$ cat src/sv/mbx_pkg.sv
// Shared widths, codes and types for the MIDI byte extractor and its slot queue.
package mbx_pkg;

   localparam int ByteWidth        = 8;
   localparam int PhaseWidth       = 3;
   localparam int DefaultRingDepth = 64;

   localparam logic [ByteWidth-1:0] MaskReset = 8'h01;

   localparam logic [1:0] SHIFT_NONE = 2'd0;
   localparam logic [1:0] SHIFT_ONE  = 2'd1;
   localparam logic [1:0] SHIFT_TWO  = 2'd2;

   typedef logic [ByteWidth-1:0] byte_type;
   typedef logic [PhaseWidth-1:0] phase_type;

   typedef struct packed {
      logic       push;
      logic [1:0] shift;
      byte_type   data;
   } cell_ctrl_type;

   typedef struct packed {
      logic     overflow;
      byte_type midi_byte;
      logic     midi_present;
      logic     slot_boundary;
   } rsp_type;

endpackage

$ cat src/sv/mbx_cell.sv
// One queue cell: holds a byte and its valid bit, refilled from the cells above or the input.
module mbx_cell (
   input  logic                   clock,
   input  logic                   reset,
   input  mbx_pkg::cell_ctrl_type ctrl,
   input  logic                   prev_vld,
   input  logic                   nxt1_vld,
   input  logic                   nxt2_vld,
   input  mbx_pkg::byte_type      nxt1_dat,
   input  mbx_pkg::byte_type      nxt2_dat,
   output logic                   vld,
   output mbx_pkg::byte_type      dat
);
   import mbx_pkg::*;

   logic     vld_ff;
   logic     vld_in;
   byte_type dat_ff;
   byte_type dat_in;
   logic     src_vld;
   byte_type src_dat;
   logic     tail;

   always_comb begin
      unique case (ctrl.shift)
         SHIFT_ONE: begin
            src_vld = nxt1_vld;
            src_dat = nxt1_dat;
            tail    = ctrl.push && vld_ff && !nxt1_vld;
         end
         SHIFT_TWO: begin
            src_vld = nxt2_vld;
            src_dat = nxt2_dat;
            tail    = ctrl.push && nxt1_vld && !nxt2_vld;
         end
         default: begin
            src_vld = vld_ff;
            src_dat = dat_ff;
            tail    = ctrl.push && prev_vld && !vld_ff;
         end
      endcase
      vld_in = src_vld || tail;
      dat_in = src_vld ? src_dat : ctrl.data;
   end

   always_ff @(posedge clock) begin
      if (reset) begin
         vld_ff <= 1'b0;
      end else begin
         vld_ff <= vld_in;
      end
   end

   always_ff @(posedge clock) begin
      dat_ff <= dat_in;
   end

   assign vld = vld_ff;
   assign dat = dat_ff;

endmodule

$ cat src/sv/midi_byte_extract_fifo_slotter.sv
// Top level of the MIDI byte extractor: key match, slot counter, cell queue and output stage.
//
// Usage. Each req transaction carries one stream event: key_byte in req_tdata[7:0],
// data_byte in req_tdata[15:8] and packet_start in req_tuser. When every bit of the
// key mask is set in key_byte, data_byte enters a queue of RING_DEPTH-1 cells; a push
// into a full queue drops the oldest byte and raises overflow. Every eighth event of
// a packet is a slot that pops the oldest byte. Each event gives one rsp transaction
// with midi_byte in rsp_tdata and slot_boundary, midi_present, overflow in rsp_tuser.
// The key mask is written through the csr channel, which is always ready; write it
// only while no event is in flight.
// The response is registered, and one event is taken in every cycle while req_tready
// is high. The queue cells update together in the accepting cycle, each cell keeping
// its byte or taking one from one of the two cells above it or from the input.
// Reset empties the queue, restarts the slot count and sets the mask to 1.
// When the receiver stalls, a second output register takes one more event; req_tready
// falls only while both output registers are full.
module midi_byte_extract_fifo_slotter #(
   parameter int RING_DEPTH = mbx_pkg::DefaultRingDepth
) (
   input  logic                      clock,
   input  logic                      reset,
   input  logic                      req_tvalid,
   output logic                      req_tready,
   input  logic [15:0]               req_tdata,  // key_byte, data_byte
   input  logic [0:0]                req_tuser,  // packet_start
   output logic                      rsp_tvalid,
   input  logic                      rsp_tready,
   output logic [7:0]                rsp_tdata,  // midi_byte
   output logic [2:0]                rsp_tuser,  // slot_boundary, midi_present, overflow
   input  logic                      csr_valid,
   output logic                      csr_ready,
   input  mbx_pkg::byte_type         csr_data
);
   import mbx_pkg::*;

   localparam int Cells = RING_DEPTH - 1;

   byte_type      mask_ff;
   byte_type      mask_in;
   phase_type     phase_ff;
   phase_type     phase_in;
   phase_type     phase_eff;
   rsp_type       out_ff;
   rsp_type       out_in;
   rsp_type       skid_ff;
   rsp_type       skid_in;
   logic          out_vld_ff;
   logic          out_vld_in;
   logic          skid_vld_ff;
   logic          skid_vld_in;

   logic [Cells+1:0] vld_vec;
   byte_type         dat_ext [Cells+2];
   cell_ctrl_type    ctrl;

   logic     acc;
   logic     fire_out;
   byte_type key_byte;
   byte_type data_byte;
   logic     packet_start;
   logic     push;
   logic     ovf;
   logic     boundary;
   logic     head_vld;
   byte_type head_dat;
   logic     present;
   logic     pop;
   rsp_type  new_rsp;

   assign req_tready = !skid_vld_ff;
   assign csr_ready  = 1'b1;
   assign acc        = req_tvalid && req_tready;
   assign fire_out   = out_vld_ff && rsp_tready;

   assign key_byte     = req_tdata[7:0];
   assign data_byte    = req_tdata[15:8];
   assign packet_start = req_tuser[0];

   assign vld_vec[Cells+1:Cells] = 2'b00;
   assign dat_ext[Cells]         = '0;
   assign dat_ext[Cells+1]       = '0;

   always_comb begin
      push      = acc && ((key_byte & mask_ff) == mask_ff);
      ovf       = push && vld_vec[Cells-1];
      phase_eff = packet_start ? '0 : phase_ff;
      boundary  = (phase_eff == '0);
      head_vld  = ovf ? vld_vec[1] : vld_vec[0];
      head_dat  = ovf ? dat_ext[1] : dat_ext[0];
      present   = boundary && (head_vld || push);
      pop       = acc && present;

      ctrl.push = push;
      ctrl.data = data_byte;
      if (ovf && pop) begin
         ctrl.shift = SHIFT_TWO;
      end else if (ovf || pop) begin
         ctrl.shift = SHIFT_ONE;
      end else begin
         ctrl.shift = SHIFT_NONE;
      end

      new_rsp.slot_boundary = boundary;
      new_rsp.midi_present  = present;
      new_rsp.midi_byte     = present ? (head_vld ? head_dat : data_byte) : '0;
      new_rsp.overflow      = ovf;

      phase_in = acc ? phase_eff + 1'b1 : phase_ff;
      mask_in  = (csr_valid && csr_ready) ? csr_data : mask_ff;
   end

   for (genvar g = 0; g < Cells; g++) begin : g_cell
      logic prev_vld;
      if (g == 0) begin : g_first
         assign prev_vld = 1'b1;
      end else begin : g_rest
         assign prev_vld = vld_vec[g-1];
      end
      mbx_cell u_cell (
         .clock    (clock),
         .reset    (reset),
         .ctrl     (ctrl),
         .prev_vld (prev_vld),
         .nxt1_vld (vld_vec[g+1]),
         .nxt2_vld (vld_vec[g+2]),
         .nxt1_dat (dat_ext[g+1]),
         .nxt2_dat (dat_ext[g+2]),
         .vld      (vld_vec[g]),
         .dat      (dat_ext[g])
      );
   end

   always_comb begin
      out_in      = out_ff;
      skid_in     = skid_ff;
      out_vld_in  = out_vld_ff;
      skid_vld_in = skid_vld_ff;
      if (skid_vld_ff) begin
         if (fire_out) begin
            out_in      = skid_ff;
            skid_vld_in = 1'b0;
         end
      end else if (acc) begin
         if (!out_vld_ff || fire_out) begin
            out_in     = new_rsp;
            out_vld_in = 1'b1;
         end else begin
            skid_in     = new_rsp;
            skid_vld_in = 1'b1;
         end
      end else if (fire_out) begin
         out_vld_in = 1'b0;
      end
   end

   always_ff @(posedge clock) begin
      if (reset) begin
         mask_ff     <= MaskReset;
         phase_ff    <= '0;
         out_vld_ff  <= 1'b0;
         skid_vld_ff <= 1'b0;
      end else begin
         mask_ff     <= mask_in;
         phase_ff    <= phase_in;
         out_vld_ff  <= out_vld_in;
         skid_vld_ff <= skid_vld_in;
      end
   end

   always_ff @(posedge clock) begin
      out_ff  <= out_in;
      skid_ff <= skid_in;
   end

   assign rsp_tvalid = out_vld_ff;
   assign rsp_tdata  = out_ff.midi_byte;
   assign rsp_tuser  = {out_ff.overflow, out_ff.midi_present, out_ff.slot_boundary};

`ifndef SYNTHESIS
   a_skid_needs_out: assert property (@(posedge clock) disable iff (reset)
      skid_vld_ff |-> out_vld_ff)
      else $error("Skid register holds a transaction while the output register is empty.");

   a_queue_packed: assert property (@(posedge clock) disable iff (reset)
      !vld_vec[0] |-> (vld_vec == '0))
      else $error("Queue cells hold a byte above an empty head cell.");

   a_present_on_slot: assert property (@(posedge clock) disable iff (reset)
      out_vld_ff |-> (!out_ff.midi_present || out_ff.slot_boundary))
      else $error("MIDI byte given outside a slot boundary.");

   a_phase_restart: assert property (@(posedge clock) disable iff (reset)
      (acc && packet_start) |=> (phase_ff == phase_type'(1)))
      else $error("Slot count did not restart on a packet start.");
`endif

endmodule

$ cat config.mk
export PLATFORM = sky130hd
export DESIGN_NAME = midi_byte_extract_fifo_slotter
export DESIGN_NICKNAME = d
export VERILOG_FILES = /design/src/sv/mbx_pkg.sv /design/src/sv/mbx_cell.sv /design/src/sv/midi_byte_extract_fifo_slotter.sv
export SDC_FILE = /design/constraint.sdc
export NUM_CORES = 2
export LEC_CHECK = 0
export BUFFER_PORTS_ARGS = -buffer_cell sky130_fd_sc_hd__buf_4
export CAP_MARGIN = 15
export CORE_UTILIZATION = 62
export CTS_BUF_LIST = sky130_fd_sc_hd__clkbuf_4 sky130_fd_sc_hd__clkbuf_8
export CTS_CLUSTER_DIAMETER = 50
export DETAILED_ROUTE_END_ITERATION = 8
export PLACE_DENSITY = 0.88
export SLEW_MARGIN = 10
export SYNTH_ARGS = -nofsm -noshare
export SYNTH_HDL_FRONTEND = slang
export SYNTH_SLANG_ARGS = --single-unit
$ cat constraint.sdc
create_clock -name clock -period 3.8 [get_ports clock]
set_input_delay 0.76 -clock clock [delete_from_list [all_inputs] [get_ports clock]]
set_output_delay 0.76 -clock clock [all_outputs]
set_load 0.05 [all_outputs]
==> impl_metrics.ini <==
[power_and_ir_drop]
comb_power_share_pct = 7.0
p_switching_mw = 3.419
sequentialPowerShare_pct = 53.4
p_leak_nw = 12.26
peakVddDrop_uv = 316.4
power.total_mw = 14.58
p_clk_share_pct = 39.6
p_int_mw = 11.16
netSwitchingFraction_pct = 23.45
power.density_nw_per_um2 = 417.8

[yosys]
synth_edf_count = 526
synthesis.area_sq_um = 31710
synth_ff_type = edfxtp_1
postSynth.asyncResetShare_pct = 0
yosysSeqAreaShare_pct = 54.61
syn-num-nets = 3035
synth-warning-count = 0
yosysUniqueCellTypes = 56
avgSynthCellArea_sq_um = 10.57
syn_inst = 2999
ys_seq_elements = 602

[setup_path]
cp.arrival_ns = 3.80
worstPathRequired_ns = 4.31
critPathLaunchType = register
path_class = register to register
cp-end-kind = register
path_max_fanout = 44

[timing]
maxSlewViolCount = 0
fin_skew_ns = 0.02485
setup_viol = 0
worst_pin_slew_ns = 0.9351
rsz0062_at_grt = no
max_slew_margin_pct = 37.66
finalHoldViolCount = 0
tns_ns = 0
post-route-period-util_pct = 86.66
fin_crit_ns = 3.293
max_freq_ghz = 0.3037

[cts]
post_cts_resized = 0
cts_buffer_depth = 3
path_clk_slew_ns = 0.07
cts_tree = built
cts.sinks = 602
numCtsBuffers = 96
clockRootBuffer = clkbuf_8
post_cts_buffers = 0
clk_latency_ns = 0.69
ctsHoldBuffers = 0
h-tree-depth = 3

[job]
max_cap_violations = 0

[floorplanning]
design.core.area_sq_um = 50270
pin_count = 44
fp.dieW_um = 228.2
rows = 82
initial_utilization_pct = 63.07
die_area_sq_um = 52050
die_h_um = 228.2

[detailed_routing]
remaining_drc_errors = 0
vias = 23462
firstDrtPassIters = 6
viasPerCell = 6.262
ant_nets = 0
routed_wirelength_um = 72020
wire_per_inst_um = 19.22
drt_iter0_drc = 2180

[run_status]
outcome = complete, no violations

[finish]
drive_gt1_share_pct = 11.19
areaGrowthSynthToFinish_pct = 10.06
fin_nets = 3032
postLayoutCoreUtil_pct = 69.42

[worst_hold_path]
hold_class = input pin to register

[global_routing]
antenna_found_initial = 1
grt_overflow = 0
grt_max_degree = 78
gr-usage-all-layers_pct = 27.27
grt_pass1_wl_um = 117600
grt_pass1_vias = 23185

[place]
port_buffers = 42
dp_hpwl_um = 46170
gp_congestion = 0.8528
-- synth_stat cells, types with 34 or more instances --
master | count | share of area, %
mux2i_1 | 495 | 16
nor2_1 | 177 | 2.1
dfxtp_1 | 76 | 4.8
clkbuf_1 | 134 | 1.6
buf_1 | 34 | 0.40
a22oi_1 | 62 | 1.5
edfxtp_1 | 526 | 50
a21oi_1 | 175 | 2.8
a31oi_1 | 45 | 0.89
buf_2 | 72 | 1.1
o21a_1 | 48 | 1.1
o21ai_0 | 380 | 6.0
nand2_1 | 520 | 6.2
-- path summary, 6_finish.rpt --
check        slack [ns]  cells past startpoint        start                        to
min                0.28                      2  csr_data[0]                mask_ff[0]
max                0.51                     12  skid_vld_ff  g_cell[46].u_cell.dat[5]
max reg2reg        0.51                     12  skid_vld_ff  g_cell[46].u_cell.dat[5]
min reg2reg        0.49                      2  phase_ff[1]               phase_ff[1]
-- critical path, stage by stage (launching register included) --
cell     delay (ns)
dfxtp_1        0.74
nor2b_4        0.16
nand2_4        0.14
nor3_4         0.05
o21a_1         0.22
nand2_1        0.14
ha_4           0.36
buf_12         0.25
nand2_1        0.32
o21ai_1        0.18
buf_4          0.23
nor2_1         0.07
a21oi_1        0.21
-- stage by stage --
stage               hold slack (ns)  worst slack, ns  std cells  instance area, sq um
finish                       0.2832           0.5070       3747                 34900
detailed placement           0.4859           0.1436       3570                 32890
global route                 0.2581           0.2842       3747                 34900
CTS                          0.2475           0.5935       3746                 34900
global placement             0.4501           0.2510       3570                 32890
floorplan                    0.4366           0.2988       2999                 31710
-- routing by layer --
metal,track usage (%),wire (um),up-vias,share of wire [%]
li1,-,-,10980,-
met3,4.875,5216,166,7.2
met2,47.90,36850,1015,51
met4,9.941,1704,0,2.4
met5,0,0,-,0
met1,33.59,28250,11301,39
-- cell type report --
class | instances | area, sq um
Antenna cell | 1 | 2.502
Timing Repair Buffer | 154 | 1419
Sequential cell | 602 | 17320
Inverter | 20 | 75.07
Multi-Input combinational cell | 2122 | 13240
Fill cell | 3398 | 15370
Clock buffer | 150 | 1808
Tap cell | 672 | 840.8
Clock inverter | 26 | 202.7
-- power by group through the flow --
stage / clock network, mW / registers [mW] / logic [mW]
6_report: 5.77 / 7.79 / 1.02
3_5_place_dp: 0 / 7.92 / 0.995
4_1_cts: 5.83 / 7.79 / 1.01
2_1_floorplan: 0 / 7.87 / 0.695
3_3_place_gp: 0 / 7.90 / 0.932
5_1_grt: 6.08 / 7.82 / 1.13
-- kinds of logic after synthesis --
kind of cell | synth area share [%]
other cells | 0.01183
fa+ha+maj | 0.2367
simple gates | 10.72
compound gates | 14.97
buf+inv | 3.792
mux | 15.66
flops | 54.61
-- state kept, by name, summed over array words and instances, names as in the netlist --
signal / flops
g_cell.u_cell.dat: 504
skid_ff: 11
g_cell.u_cell.vld: 63
rsp_tuser: 3
rsp_tvalid: 1
rsp_tdata: 8
mask_ff: 8
phase_ff: 3
skid_vld_ff: 1
-- layout by cell type, fill, tap and decap left out, types with 4 or more instances in the layout --
master	instances
clkbuf_8	109
clkinv_2	4
a21oi_1	175
nand2_1	520
buf_12	21
a221oi_1	5
edfxtp_1	526
inv_1	18
dfxtp_1	76
a32o_1	12
o22ai_1	8
a22o_1	22
o32a_1	8
o21ai_2	15
nand3b_1	24
nand2b_1	19
nor2_1	177
o21ai_0	380
and3_1	9
a22oi_1	62
nor2b_1	29
mux2i_1	495
a211o_1	9
o21a_1	48
and3b_1	4
and2_1	10
a31oi_1	45
nand3_1	6
buf_4	133
clkbuf_4	41
clkinv_1	15
(Power assumes the default switching activity.)
